### src/design/hrlt_pkg.sv
`timescale 1ns / 1ps

package hrlt_pkg;

  // Parser phases
  typedef enum logic [3:0] {
    PH_KEYWORD = 4'd0,
    PH_PATH    = 4'd1,
    PH_QUERY   = 4'd2,
    PH_VERSION = 4'd3,
    PH_LFSKIP  = 4'd4,
    PH_HSTART  = 4'd5,
    PH_HMATCH  = 4'd6,
    PH_HVALUE  = 4'd7,
    PH_HUNK    = 4'd8,
    PH_DONE    = 4'd9,
    PH_REJECT  = 4'd10
  } phase_t;

  // Byte tags
  localparam logic [3:0] TAG_KEYWORD    = 4'd0;
  localparam logic [3:0] TAG_PATH       = 4'd1;
  localparam logic [3:0] TAG_QUERY_MARK = 4'd2;
  localparam logic [3:0] TAG_QUERY      = 4'd3;
  localparam logic [3:0] TAG_VER_MARK   = 4'd4;
  localparam logic [3:0] TAG_VERSION    = 4'd5;
  localparam logic [3:0] TAG_LINE_END   = 4'd6;
  localparam logic [3:0] TAG_HDR_PREFIX = 4'd7;
  localparam logic [3:0] TAG_HDR_VALUE  = 4'd8;
  localparam logic [3:0] TAG_HDR_UNK    = 4'd9;
  localparam logic [3:0] TAG_AFTER_END  = 4'd10;
  localparam logic [3:0] TAG_REJECTED   = 4'd11;

  // Parse status codes
  localparam logic [1:0] ST_PARSING  = 2'd0;
  localparam logic [1:0] ST_ACCEPTED = 2'd1;
  localparam logic [1:0] ST_BAD_REQ  = 2'd2;
  localparam logic [1:0] ST_NOT_IMPL = 2'd3;

  // Method codes that are served
  localparam logic [2:0] METH_GET  = 3'd0;
  localparam logic [2:0] METH_HEAD = 3'd1;

  localparam logic [2:0] HDR_NONE = 3'd0;

  localparam int NUM_METHODS = 8;
  localparam int NUM_HEADERS = 6;
  localparam int MW_BYTES    = 11;
  localparam int HW_BYTES    = 17;
  localparam logic [4:0] POS_MAX = 5'd31;

  localparam logic [7:0] CH_CR  = 8'h0D;
  localparam logic [7:0] CH_LF  = 8'h0A;
  localparam logic [7:0] CH_NUL = 8'h00;
  localparam logic [7:0] CH_QM  = 8'h3F;
  localparam logic [7:0] CH_SP  = 8'h20;

  localparam int QUEUE_DEPTH = 2;
  localparam int QPTR_W      = $clog2(QUEUE_DEPTH);
  localparam int QCNT_W      = $clog2(QUEUE_DEPTH + 1);

  // Keywords, right-aligned and zero-padded on the left
  localparam logic [MW_BYTES*8-1:0] METHOD_WORDS [NUM_METHODS] = '{
    "get ", "head ", "textsearch ", "checkout ",
    "checkin ", "put ", "post ", "showmethod "
  };
  localparam logic [4:0] METHOD_LENS [NUM_METHODS] = '{
    5'd4, 5'd5, 5'd11, 5'd9, 5'd8, 5'd4, 5'd5, 5'd11
  };

  localparam logic [HW_BYTES*8-1:0] HEADER_WORDS [NUM_HEADERS] = '{
    "from: ", "authorization: ", "accept: ",
    "accept-encoding: ", "useragent: ", "referee uri: "
  };
  localparam logic [4:0] HEADER_LENS [NUM_HEADERS] = '{
    5'd6, 5'd15, 5'd8, 5'd17, 5'd11, 5'd13
  };

  // Classified byte as it travels from front to back
  typedef struct packed {
    logic [7:0] ch;      // lower-cased byte
    logic       is_cr;
    logic       is_lf;
    logic       is_nul;
    logic       is_qm;
    logic       is_sp;
    logic       first;
  } item_t;

  typedef struct packed {
    logic [3:0] byte_tag;
    logic [2:0] method_code;
    logic [1:0] parse_status;
    logic [2:0] header_kind;
    logic       request_complete;
  } result_t;

  // Character of keyword i at position pos; meaningful only when pos < length
  function automatic logic [7:0] method_char(input logic [2:0] i, input logic [4:0] pos);
    logic [MW_BYTES*8-1:0] w;
    logic [4:0]            d;
    logic [3:0]            k;
    w = METHOD_WORDS[i];
    d = METHOD_LENS[i] - 5'd1 - pos;
    k = d[3:0];
    return w[{k, 3'b000} +: 8];
  endfunction

  function automatic logic [7:0] header_char(input logic [2:0] i, input logic [4:0] pos);
    logic [HW_BYTES*8-1:0] w;
    logic [4:0]            k;
    w = HEADER_WORDS[i];
    k = HEADER_LENS[i] - 5'd1 - pos;
    return w[{k, 3'b000} +: 8];
  endfunction

endpackage

### src/design/hrlt_front.sv
`timescale 1ns / 1ps

module hrlt_front (
  input  logic                in_valid,
  output logic                in_stall,
  input  logic [7:0]          in_data_byte,
  input  logic                in_first_byte,
  input  logic                q_full,
  output logic                push,
  output hrlt_pkg::item_t     item
);
  import hrlt_pkg::*;

  logic is_upper;

  // Take a beat whenever the queue has room
  assign in_stall = q_full;
  assign push     = in_valid && !q_full;

  assign is_upper = (in_data_byte >= 8'h41) && (in_data_byte <= 8'h5A);

  always_comb begin
    item.ch     = is_upper ? (in_data_byte + 8'h20) : in_data_byte;
    item.is_cr  = (in_data_byte == CH_CR);
    item.is_lf  = (in_data_byte == CH_LF);
    item.is_nul = (in_data_byte == CH_NUL);
    item.is_qm  = (in_data_byte == CH_QM);
    item.is_sp  = (in_data_byte == CH_SP);
    item.first  = in_first_byte;
  end

endmodule

### src/design/hrlt_queue.sv
`timescale 1ns / 1ps

module hrlt_queue (
  input  logic             clk,
  input  logic             rst_n,
  input  logic             push,
  input  hrlt_pkg::item_t  push_item,
  output logic             full,
  input  logic             pop,
  output logic             q_valid,
  output hrlt_pkg::item_t  q_item
);
  import hrlt_pkg::*;

  item_t             mem_r [QUEUE_DEPTH];
  logic [QPTR_W-1:0] wr_ptr_r, wr_ptr_nxt;
  logic [QPTR_W-1:0] rd_ptr_r, rd_ptr_nxt;
  logic [QCNT_W-1:0] count_r, count_nxt;

  assign full    = (count_r == QCNT_W'(QUEUE_DEPTH));
  assign q_valid = (count_r != '0);
  assign q_item  = mem_r[rd_ptr_r];

  always_comb begin
    wr_ptr_nxt = push ? wr_ptr_r + 1'b1 : wr_ptr_r;
    rd_ptr_nxt = pop  ? rd_ptr_r + 1'b1 : rd_ptr_r;
    count_nxt  = count_r;
    if (push && !pop) begin
      count_nxt = count_r + 1'b1;
    end else if (pop && !push) begin
      count_nxt = count_r - 1'b1;
    end
  end

  always_ff @(posedge clk) begin
    if (!rst_n) begin
      wr_ptr_r <= '0;
      rd_ptr_r <= '0;
      count_r  <= '0;
    end else begin
      wr_ptr_r <= wr_ptr_nxt;
      rd_ptr_r <= rd_ptr_nxt;
      count_r  <= count_nxt;
    end
  end

  always_ff @(posedge clk) begin
    if (push) begin
      mem_r[wr_ptr_r] <= push_item;
    end
  end

endmodule

### src/design/hrlt_back.sv
`timescale 1ns / 1ps

module hrlt_back (
  input  logic                clk,
  input  logic                rst_n,
  input  logic                q_valid,
  input  hrlt_pkg::item_t     q_item,
  output logic                pop,
  output logic                out_valid,
  input  logic                out_stall,
  output hrlt_pkg::result_t   result
);
  import hrlt_pkg::*;

  phase_t     phase_r, phase_nxt;
  logic [4:0] pos_r, pos_nxt;
  logic [7:0] mcand_r, mcand_nxt;
  logic [5:0] hcand_r, hcand_nxt;
  logic [2:0] meth_r, meth_nxt;
  logic [2:0] hdr_r, hdr_nxt;
  logic [1:0] stat_r, stat_nxt;
  logic       out_valid_r;
  result_t    result_r, result_nxt;

  phase_t     e_phase;
  logic [4:0] e_pos;
  logic [7:0] e_mcand;
  logic [5:0] e_hcand;
  logic [2:0] e_meth;
  logic [2:0] e_hdr;
  logic [1:0] e_stat;

  logic [7:0] m_ok, m_hit;
  logic       m_any;
  logic [2:0] m_idx;
  logic       h_start;
  logic [5:0] hc_in;
  logic [4:0] hp_in;
  logic [5:0] h_ok, h_hit;
  logic       h_any;
  logic [2:0] h_idx;
  logic       do_hname;
  logic [3:0] tag;

  assign pop       = q_valid && (!out_valid_r || !out_stall);
  assign out_valid = out_valid_r;
  assign result    = result_r;

  always_comb begin
    // Restart on the first byte of a request
    if (q_item.first) begin
      e_phase = PH_KEYWORD;
      e_pos   = '0;
      e_mcand = '1;
      e_hcand = '1;
      e_meth  = '0;
      e_hdr   = HDR_NONE;
      e_stat  = ST_PARSING;
    end else begin
      e_phase = phase_r;
      e_pos   = pos_r;
      e_mcand = mcand_r;
      e_hcand = hcand_r;
      e_meth  = meth_r;
      e_hdr   = hdr_r;
      e_stat  = stat_r;
    end

    // Keyword candidates, all compared in parallel
    m_any = 1'b0;
    m_idx = '0;
    for (int i = 0; i < NUM_METHODS; i++) begin
      m_ok[i]  = e_mcand[i] && (e_pos < METHOD_LENS[i]) &&
                 (method_char(3'(i), e_pos) == q_item.ch);
      m_hit[i] = m_ok[i] && ((e_pos + 5'd1) == METHOD_LENS[i]);
      if (m_hit[i]) begin
        m_any = 1'b1;
        m_idx = 3'(i);
      end
    end

    // Header name candidates; a new line starts afresh
    h_start = ((e_phase == PH_LFSKIP) && !q_item.is_lf) || (e_phase == PH_HSTART);
    hc_in   = h_start ? '1 : e_hcand;
    hp_in   = h_start ? '0 : e_pos;
    h_any = 1'b0;
    h_idx = '0;
    for (int i = 0; i < NUM_HEADERS; i++) begin
      h_ok[i]  = hc_in[i] && (hp_in < HEADER_LENS[i]) &&
                 (header_char(3'(i), hp_in) == q_item.ch);
      h_hit[i] = h_ok[i] && ((hp_in + 5'd1) == HEADER_LENS[i]);
      if (h_hit[i]) begin
        h_any = 1'b1;
        h_idx = 3'(i);
      end
    end

    phase_nxt = e_phase;
    pos_nxt   = e_pos;
    mcand_nxt = e_mcand;
    hcand_nxt = e_hcand;
    meth_nxt  = e_meth;
    hdr_nxt   = e_hdr;
    stat_nxt  = e_stat;
    tag       = TAG_AFTER_END;
    do_hname  = 1'b0;

    case (e_phase)
      PH_KEYWORD: begin
        mcand_nxt = m_ok;
        if (m_any) begin
          meth_nxt = m_idx;
          tag      = TAG_KEYWORD;
          if (m_idx == METH_GET || m_idx == METH_HEAD) begin
            stat_nxt  = ST_ACCEPTED;
            phase_nxt = PH_PATH;
          end else begin
            stat_nxt  = ST_NOT_IMPL;
            phase_nxt = PH_REJECT;
          end
        end else if (m_ok == '0) begin
          stat_nxt  = ST_BAD_REQ;
          phase_nxt = PH_REJECT;
          tag       = TAG_REJECTED;
        end else begin
          tag = TAG_KEYWORD;
          if (e_pos < POS_MAX) begin
            pos_nxt = e_pos + 5'd1;
          end
        end
      end
      PH_PATH, PH_QUERY: begin
        if (q_item.is_qm) begin
          tag       = TAG_QUERY_MARK;
          phase_nxt = PH_QUERY;
        end else if (q_item.is_sp) begin
          tag       = TAG_VER_MARK;
          phase_nxt = PH_VERSION;
        end else if (q_item.is_cr) begin
          tag       = TAG_LINE_END;
          phase_nxt = PH_LFSKIP;
        end else if (q_item.is_nul) begin
          tag       = TAG_LINE_END;
          phase_nxt = PH_DONE;
        end else begin
          tag = (e_phase == PH_PATH) ? TAG_PATH : TAG_QUERY;
        end
      end
      PH_VERSION: begin
        if (q_item.is_cr) begin
          tag       = TAG_LINE_END;
          phase_nxt = PH_LFSKIP;
        end else if (q_item.is_nul) begin
          tag       = TAG_LINE_END;
          phase_nxt = PH_DONE;
        end else begin
          tag = TAG_VERSION;
        end
      end
      PH_LFSKIP, PH_HSTART: begin
        if (e_phase == PH_LFSKIP && q_item.is_lf) begin
          tag       = TAG_LINE_END;
          phase_nxt = PH_HSTART;
        end else begin
          hdr_nxt = HDR_NONE;
          if (q_item.is_cr || q_item.is_nul) begin
            tag       = TAG_LINE_END;
            phase_nxt = PH_DONE;
          end else begin
            hcand_nxt = '1;
            pos_nxt   = '0;
            do_hname  = 1'b1;
          end
        end
      end
      PH_HMATCH: begin
        do_hname = 1'b1;
      end
      PH_HVALUE, PH_HUNK: begin
        if (q_item.is_cr) begin
          tag       = TAG_LINE_END;
          phase_nxt = PH_LFSKIP;
        end else if (q_item.is_nul) begin
          tag       = TAG_LINE_END;
          phase_nxt = PH_DONE;
        end else begin
          tag = (e_phase == PH_HVALUE) ? TAG_HDR_VALUE : TAG_HDR_UNK;
        end
      end
      PH_REJECT: begin
        tag = TAG_REJECTED;
      end
      default: begin
        phase_nxt = PH_DONE;
        tag       = TAG_AFTER_END;
      end
    endcase

    // Byte inside a header name
    if (do_hname) begin
      if (q_item.is_cr) begin
        tag       = TAG_LINE_END;
        phase_nxt = PH_LFSKIP;
      end else if (q_item.is_nul) begin
        tag       = TAG_LINE_END;
        phase_nxt = PH_DONE;
      end else begin
        hcand_nxt = h_ok;
        if (h_any) begin
          hdr_nxt   = h_idx + 3'd1;
          phase_nxt = PH_HVALUE;
          tag       = TAG_HDR_PREFIX;
        end else if (h_ok == '0) begin
          phase_nxt = PH_HUNK;
          tag       = TAG_HDR_UNK;
        end else begin
          phase_nxt = PH_HMATCH;
          tag       = TAG_HDR_PREFIX;
          pos_nxt   = (hp_in < POS_MAX) ? hp_in + 5'd1 : hp_in;
        end
      end
    end

    result_nxt.byte_tag         = tag;
    result_nxt.method_code      = meth_nxt;
    result_nxt.parse_status     = stat_nxt;
    result_nxt.header_kind      = hdr_nxt;
    result_nxt.request_complete = (phase_nxt == PH_DONE);
  end

  always_ff @(posedge clk) begin
    if (!rst_n) begin
      phase_r     <= PH_KEYWORD;
      pos_r       <= '0;
      mcand_r     <= '1;
      hcand_r     <= '1;
      meth_r      <= '0;
      hdr_r       <= HDR_NONE;
      stat_r      <= ST_PARSING;
      out_valid_r <= 1'b0;
    end else begin
      if (pop) begin
        phase_r <= phase_nxt;
        pos_r   <= pos_nxt;
        mcand_r <= mcand_nxt;
        hcand_r <= hcand_nxt;
        meth_r  <= meth_nxt;
        hdr_r   <= hdr_nxt;
        stat_r  <= stat_nxt;
      end
      if (pop) begin
        out_valid_r <= 1'b1;
      end else if (!out_stall) begin
        out_valid_r <= 1'b0;
      end
    end
  end

  always_ff @(posedge clk) begin
    if (pop) begin
      result_r <= result_nxt;
    end
  end

endmodule

### src/design/http_request_line_tagger_core.sv
// Path: an accepted byte is written into the queue, then parsed and registered in the result
//   register that drives the out_ ports; a stall can hold it in the queue between the two.
// Throughput: one byte per cycle while out_stall is low; the parser step in the back part settles
//   all keyword and header-name comparisons for a byte combinationally.
// A two-entry queue sits between classifier and parser, so in_stall rises only when it is full.
// Reset (synchronous, rst_n low): queue emptied, no result pending, parser back in keyword phase.
`timescale 1ns / 1ps

module http_request_line_tagger_core (
  input  logic       clk,
  input  logic       rst_n,
  // input channel: one request byte per beat
  input  logic       in_valid,
  output logic       in_stall,
  input  logic [7:0] in_data_byte,
  input  logic       in_first_byte,
  // result channel: one tagged byte per beat
  output logic       out_valid,
  input  logic       out_stall,
  output logic [3:0] out_byte_tag,
  output logic [2:0] out_method_code,
  output logic [1:0] out_parse_status,
  output logic [2:0] out_header_kind,
  output logic       out_request_complete
);
  import hrlt_pkg::*;

  logic    push;
  logic    q_full;
  item_t   push_item;
  logic    q_valid;
  item_t   q_item;
  logic    pop;
  result_t result;

  // Front: take the beat, lower-case the byte and flag the delimiters
  hrlt_front u_front (
    .in_valid      (in_valid),
    .in_stall      (in_stall),
    .in_data_byte  (in_data_byte),
    .in_first_byte (in_first_byte),
    .q_full        (q_full),
    .push          (push),
    .item          (push_item)
  );

  // Queue: hold classified bytes while the result side stalls
  hrlt_queue u_queue (
    .clk       (clk),
    .rst_n     (rst_n),
    .push      (push),
    .push_item (push_item),
    .full      (q_full),
    .pop       (pop),
    .q_valid   (q_valid),
    .q_item    (q_item)
  );

  // Back: advance the parser by one byte and register the tagged result.
  // The result register refills in the cycle it is taken; the parser waits only while a result is stalled.
  hrlt_back u_back (
    .clk       (clk),
    .rst_n     (rst_n),
    .q_valid   (q_valid),
    .q_item    (q_item),
    .pop       (pop),
    .out_valid (out_valid),
    .out_stall (out_stall),
    .result    (result)
  );

  assign out_byte_tag         = result.byte_tag;
  assign out_method_code      = result.method_code;
  assign out_parse_status     = result.parse_status;
  assign out_header_kind      = result.header_kind;
  assign out_request_complete = result.request_complete;

endmodule

### config.mk
export PLATFORM = sky130hd
export DESIGN_NAME = http_request_line_tagger_core
export DESIGN_NICKNAME = d
export VERILOG_FILES = /design/src/design/hrlt_pkg.sv /design/src/design/hrlt_front.sv /design/src/design/hrlt_queue.sv /design/src/design/hrlt_back.sv /design/src/design/http_request_line_tagger_core.sv
export SDC_FILE = /design/constraint.sdc
export NUM_CORES = 1
export LEC_CHECK = 0
export ABC_AREA = 0
export BUFFER_PORTS_ARGS = -buffer_cell sky130_fd_sc_hd__buf_2
export CAP_MARGIN = 20
export CORE_ASPECT_RATIO = 2
export CORE_MARGIN = 2
export CORE_UTILIZATION = 49
export DETAILED_ROUTE_END_ITERATION = 16
export HOLD_SLACK_MARGIN = 0.12
export PLACE_DENSITY = 0.65
export SLEW_MARGIN = 20
export SYNTH_ARGS = -nofsm -noshare
export SYNTH_HDL_FRONTEND = slang
export SYNTH_SLANG_ARGS = --single-unit
### constraint.sdc
create_clock -name clk -period 6.8 [get_ports clk]
set_input_delay 1.02 -clock clk [delete_from_list [all_inputs] [get_ports clk]]
set_output_delay 1.02 -clock clk [all_outputs]
set_load 0.05 [all_outputs]
==> impl_metrics.csv, run 1 <==
group,metric,value,unit
synth,yosysSeqAreaShare,20.9,%
worst_hold_path,hold_path_class,"reg -> reg",
sta,max_freq,0.158,GHz
detailed_routing,m1WireLength,13.3,mm
floorplanning,initial_core_util,50.0,%
finish,layoutNonFillerInstCount,1457,
pwr,max-vdd-ir-drop,0.000317,V
sta,tightest_slew,1.21,ns
grt,first_global_vias,10243,
detailed_routing,detailed_routed_wire_length_on_met2,19.9,mm
worst_setup_path,rr_endpoint,"u_back.hdr_r[1]$_SDFFE_PN0P_",
pwr,p_leak,3.56,nW
cts,holdBufCountCts,0,
finish,antenna-diode-count,0,
job,timing.max_cap.violations,0,
sta,tns,0,ns
sta,finalCriticalPeriod,6.34,ns
grt,antenna_found_initial,1,
worst_setup_path,critical_path_arrival,6.60,ns
worst_setup_path,r2r_start,"u_queue.mem_r[1][0]$_DFFE_PP_",
detailed_routing,drt_pass1_iterations,6,
pwr,switching_share,55.2,%
grt,gr-usage-all-layers,42.1,%
finish,mostFrequentLayoutCells,"nand2_1 (113), nor2_1 (98), a21oi_1 (68)",
detailed_routing,vias,10471,
worst_hold_path,min_delay_path_depth,2,
worst_setup_path,crit_path_capture_type,"flop",
grt,grt_first_pass_wirelength,62.8,mm
floorplanning,row_count,71,
pwr,cell_internal_pwr,0.00183,W
sta,hold_violations,0,
worst_setup_path,cp_max_fo,13,
worst_setup_path,r2r_cells,21,
floorplanning,total_die_area,20400,um2
finish,num-nets-final,1248,
cts,post_cts_buffers,0,
synth,ys_types,105,
grt,grt_start_max_net_pins,59,
detailed_routing,finalWirelength,42.1,mm
floorplanning,placeableCoreArea,18800,um2
cts,cts_inserted_buffers,9,
pwr,sequentialPowerShare,17.8,%
synth,synth_edf_count,41,
worst_hold_path,worstHoldEndpoint,"u_back.meth_r[2]$_SDFFE_PN0P_",
synth,postSynthNetCount,1269,
worst_setup_path,setup.worst_path.start_class,"flop",
synth,synth-async-reset-ratio,0,%
sta,finalHoldWorstSlack,0.458,ns
floorplanning,fp.dieH,200,um
pwr,power_density,411,nW/um2
detailed_routing,post-route-drc-count,0,
synth,synth_warnings,0,
worst_setup_path,cp_data_required_time,7.06,ns
run_status,status,"completed",
sta,slew_headroom,18.6,%
floorplanning,io_pins,28,
detailed_routing,wl_met3,3.57,mm
place,placement.io_buffers,27,
cts,max-clock-path-buffers,2,
finish,count_of_fill_cells_added_during_filler_insertion,1897,
grt,grt.overflow.total,0,
synth,postSynthAreaPerCell,7.73,um2
synth,post_synth_inst_count,1218,
sta,layout_worst_path_cycle_share,93.3,%
detailed_routing,detail-route-antenna-nets,0,
detailed_routing,avgRoutedWirePerCell,28.9,um
synth,netlist.area_leader.share,13.1,%
finish,area_of_the_multi_input_gates,6840,um2
floorplanning,die_width,102,um
cts,clk-insertion-delay-late,0.36,ns
finish,commonest_non_fill_non_tap_cell_in_the_layout,"nand2_1",
worst_hold_path,hp-start,"u_back.meth_r[2]$_SDFFE_PN0P_",
synth,ys_ff_latch,78,
synth,synth_area_leaders,"edfxtp_1 (13%), dfxtp_1 (7.9%), xnor2_1 (5.6%)",
synth,synth_area,9420,um2
finish,regArea,1970,um2
synth,synth_area_leader_cell,"edfxtp_1",
sta,final-setup-viol-count,0,
pwr,power.share.combinational,70.0,%
cts,clk_pin_slew_worst_paths,0.06,ns
finish,area.growth.synth_to_final,5.57,%
worst_setup_path,worst-setup-path-type,"reg -> reg",
cts,tritoncts,"done",
place,dp_hpwl,30.5,mm
pwr,power.total,0.00409,W
cts,cts-resized-gates,0,
cts,cts.htree.levels,3,
sta,rsz0062_at_grt,"false",
pwr,switching_power,0.00226,W
detailed_routing,avgViaCountPerCell,7.19,
sta,number_of_max_slew_violations_in_the_final_report,0,
cts,clock-sinks,78,
detailed_routing,top_layer,"met5",
detailed_routing,dr.first_iter.drc_count,923,
sta,final.setup_skew,0.0110,ns
pwr,clockPowerShare,12.3,%
place,gp_routability_congestion,1.07,
cts,root_buffer_selected_by_cts,"clkbuf_16",
place,placedCellCount,1441,
finish,drive_above_1_share,11.8,%
worst_setup_path,regToRegSetupSlack,0.46,ns
synth,leading_register_cell_type_out_of_synthesis,"edfxtp_1",
layout make-up:
class / instances / area share [%]
Clock buffer: 12 / 2.52
Clock inverter: 4 / 0.566
Inverter: 39 / 1.47
Multi-Input combinational cell: 1012 / 68.8
Sequential cell: 78 / 19.8
Tap cell: 255 / 3.21
Timing Repair Buffer: 57 / 3.62
worst max-delay path, cell delays in order (launching register included):
cell and delay [ns]:
edfxtp_1 0.48, mux2i_4 0.44, nand2_1 0.10, buf_4 0.19, inv_1 0.18, nand2_1 0.32, ha_1 0.45, inv_1 0.27
ha_1 0.41, nor2b_1 0.42, xnor2_1 0.11, a211oi_1 0.23, a41o_1 0.13, a311o_1 0.25, nand3_1 0.12, or4b_1 0.77
a21boi_0 0.25, a21boi_0 0.22, ha_1 0.32, and3_1 0.15, a31o_2 0.23, a41o_1 0.19
stage by stage:
stage / worst slack [ns] / area, um2 / util [%]
floorplan: 1.73 / 9420 / -
global placement: 0.841 / 9630 / 51.1
detailed placement: 0.789 / 9630 / 51.1
CTS: 0.754 / 9940 / 52.8
global route: 0.0553 / 9940 / 52.8
finish: 0.456 / 9940 / 52.8
worst max-delay path by stage:
stage	from	end	slack, ns	cells past startpoint
final	u_queue.mem_r[1][0]$_DFFE_PP_	u_back.hdr_r[1]$_SDFFE_PN0P_	0.46	21
after global routing	u_queue.mem_r[1][0]$_DFFE_PP_	u_back.hdr_r[1]$_SDFFE_PN0P_	0.06	21
after CTS	u_queue.mem_r[1][0]$_DFFE_PP_	u_back.hdr_r[1]$_SDFFE_PN0P_	0.75	21
after detailed placement	u_queue.mem_r[0][0]$_DFFE_PP_	u_back.hdr_r[1]$_SDFFE_PN0P_	0.79	21
after global placement	flop	u_back.hdr_r[1]$_SDFFE_PN0P_	0.84	19
after floorplan	flop	u_back.hdr_r[1]$_SDFFE_PN0P_	1.73	24
metal layers:
metal | GRT usage, % | vias to the layer above
met4 | 43.4 | 2
li1 | - | 4625
met5 | 0 | -
met1 | 40.6 | 4977
met2 | 68.3 | 593
met3 | 12.0 | 274
Yosys cell counts (6+ instances only):
library cell	instances
nand3_1	50
xnor2_1	60
nor2b_1	18
a211oi_1	16
a21oi_1	68
a31oi_1	18
o22ai_1	21
buf_2	25
or3_1	14
nor4_1	20
nand2b_1	15
a31o_2	7
edfxtp_1	41
a311oi_1	6
inv_1	31
o211ai_1	20
xor2_1	7
mux2_2	16
nor3_1	43
o21a_1	7
o2111ai_1	10
o221ai_1	7
and2_1	8
buf_6	10
clkbuf_1	42
nand4_1	23
and3_1	22
a21o_1	9
o211a_1	6
nand2_1	113
a211o_1	11
ha_1	38
a22oi_1	7
a32oi_1	8
a221oi_1	8
dfxtp_1	37
nor2_1	98
buf_4	9
o21ai_0	61
mux2i_1	22
o32ai_1	10
or4_1	11
o31ai_1	8
cells by family (layout without fill, tap and decap cells):
logic type / Yosys count / after routing / synth area share [%]
simple gates: 478 / 478 / 26.3
fa+ha+maj: 41 / 41 / 5.37
xor+xnor: 67 / 67 / 6.23
flops: 78 / 78 / 20.9
buf+inv: 128 / 112 / 6.59
mux: 46 / 46 / 5.73
compound gates: 380 / 380 / 28.8
registers in the layout (all words and copies together) (netlist names), named ones only:
register,cells
u_back.hcand_r,6
u_queue.rd_ptr_r,1
u_back.result,13
u_back.out_valid,1
u_back.phase_r,4
u_back.pos_r,5
u_queue.mem_r,28
u_queue.wr_ptr_r,1
u_back.mcand_r,8
u_back.meth_r,3
u_queue.count_r,2
u_back.hdr_r,3
u_back.stat_r,2
power groups by stage:
stage / Sequential [W] / Clock, W / Combinational, W
global route: 0.000738 / 0.000521 / 0.00302
finish: 0.000726 / 0.000501 / 0.00286
detailed placement: 0.000734 / 0 / 0.00273
CTS: 0.000724 / 0.000508 / 0.00275
global placement: 0.000728 / 0 / 0.00273
floorplan: 0.000829 / 0 / 0.00191
(Power assumes the default switching activity.)
==> run 2, diff against run 1 <==
Settings changed: GPL_TIMING_DRIVEN set to 0.
==> impl_metrics.csv, run 2 (synthesized netlist as in run 1, its figures left out) <==
group,metric,value,unit
detailed_routing,dr.first_iter.drc_count,1480,
grt,first_global_vias,10835,
finish,top_register,"u_queue.mem_r",
floorplanning,fp.dieH,200,um
run_status,status,"completed",
cts,root_buffer_selected_by_cts,"clkbuf_16",
worst_setup_path,setup.worst_path.start_class,"flop",
floorplanning,total_die_area,20400,um2
place,dp_slack,-0.294,ns
floorplanning,row_count,71,
cts,max-clock-path-buffers,2,
sta,layout_worst_path_cycle_share,97.9,%
sta,finalCriticalPeriod,6.66,ns
cts,tritoncts,"done",
grt,grt_first_pass_wirelength,69.9,mm
worst_hold_path,hold_path_class,"reg -> reg",
sta,final-setup-viol-count,0,
worst_setup_path,cp_max_fo,12,
sta,tns,0,ns
pwr,power.total,0.00449,W
pwr,p_leak,3.72,nW
cts,clock-sinks,78,
finish,area.growth.synth_to_final,9.70,%
sta,hold_violations,0,
grt,gr-usage-all-layers,48.3,%
sta,setup_slack_after_layout,0.143,ns
pwr,max-vdd-ir-drop,0.000296,V
sta,rsz0062_at_grt,"false",
worst_setup_path,cp_data_required_time,7.06,ns
detailed_routing,vias,11109,
detailed_routing,finalWirelength,48.6,mm
place,dp_hpwl,35.7,mm
finish,mostFrequentLayoutCells,"nand2_1 (111), nor2_1 (98), a21oi_1 (68)",
pwr,power_density,434,nW/um2
worst_setup_path,critical_path_arrival,6.91,ns
detailed_routing,detail-route-antenna-nets,0,
cts,cts_inserted_buffers,9,
job,timing.max_cap.violations,0,
floorplanning,placeableCoreArea,18800,um2
detailed_routing,post-route-drc-count,0,
cts,cts.htree.levels,3,
cts,clk-insertion-delay-late,0.36,ns
grt,grt_start_max_net_pins,23,
grt,grt.overflow.total,0,
finish,largest_register_ffs,28,
sta,slew_headroom,9.93,%
detailed_routing,avgRoutedWirePerCell,32.0,um
place,placement.io_buffers,26,
detailed_routing,drt_pass1_iterations,8,
cts,clk_pin_slew_worst_paths,0.07,ns
sta,number_of_max_slew_violations_in_the_final_report,0,
grt,antenna_found_initial,4,
floorplanning,die_width,102,um
detailed_routing,avgViaCountPerCell,7.30,
sta,tightest_slew,1.32,ns
floorplanning,io_pins,28,
finish,commonest_non_fill_non_tap_cell_in_the_layout,"nand2_1",
finish,num-nets-final,1309,
worst_setup_path,worst-setup-path-type,"reg -> reg",
cts,holdBufCountCts,0,
place,gp_routability_congestion,1.11,
sta,max_freq,0.150,GHz
worst_setup_path,crit_path_capture_type,"flop",
finish,drive_above_1_share,13.4,%
floorplanning,initial_core_util,50.0,%
sta,final.setup_skew,0.0136,ns
run 2: area by class of cell:
type                    count  area, um2
fillers                  1915       8500
multi-input cells        1012       6880
flip-flops and latches     78       1970
plain buffers              86        464
well taps                 255        319
clock buffers              14        297
repair buffers             32        175
inverters                  39        154
clock inverters             2       60.1
diodes                      3       7.51
run 2: path summary, 6_finish.rpt:
kind | startpoint | endpoint | slack [ns] | cells after the start
worst max-delay path | flop | u_back.hdr_r[1]$_SDFFE_PN0P_ | 0.14 | 20
worst min-delay path | u_back.stat_r[1]$_SDFFE_PN0P_ | u_back.stat_r[1]$_SDFFE_PN0P_ | 0.46 | 2
worst max register to register | flop | u_back.hdr_r[1]$_SDFFE_PN0P_ | 0.14 | 20
worst min register to register | u_back.stat_r[1]$_SDFFE_PN0P_ | u_back.stat_r[1]$_SDFFE_PN0P_ | 0.46 | 2
run 2: worst max-delay path: stages (launching register included):
cell,delay (ns)
dfxtp_1,0.35
buf_6,0.18
mux2i_4,0.45
buf_6,0.25
nand2_2,0.16
inv_2,0.31
nand2_1,0.29
inv_1,0.38
ha_1,0.58
inv_1,0.36
o21ai_0,0.34
a21oi_1,0.29
or4b_1,0.52
o211ai_1,0.52
and4_1,0.33
a21boi_0,0.12
a21boi_0,0.16
ha_1,0.35
and3_1,0.16
a31o_2,0.24
a41o_1,0.19
run 2: where the power goes:
| group | switching (W) | leakage, nW | total [W] | internal [W] |
|---|---|---|---|---|
| Clock | 0.000202 | 0.173 | 0.000578 | 0.000376 |
| Sequential | 0.0000914 | 0.691 | 0.000734 | 0.000642 |
| Combinational | 0.00221 | 2.86 | 0.00317 | 0.000962 |
| Total | 0.00250 | 3.72 | 0.00449 | 0.00198 |
run 2: repair_timing:
item	4_1_cts	5_1_grt
buffers inserted	0	4
resized for setup	5	5
pin swaps	0	1
setup endpoints to repair	17	23
run 2: layer usage:
layer / routed length (um) / GRT usage (%)
met1: 15200 / 45.4
met4: 6390 / 52.5
met3: 5100 / 19.0
met5: 25 / 0
met2: 22000 / 74.5
run 2: through the flow:
stage          std cells  utilization (%)  hold WS (ns)  cell area (um2)
4_1_cts             1516             54.5         0.456            10300
6_report            1521             54.8         0.460            10300
5_1_grt             1518             54.8         0.485            10300
2_1_floorplan       1218                -         0.433             9420
3_5_place_dp        1500             52.5         0.447             9880
3_3_place_gp        1499             52.4         0.441             9870
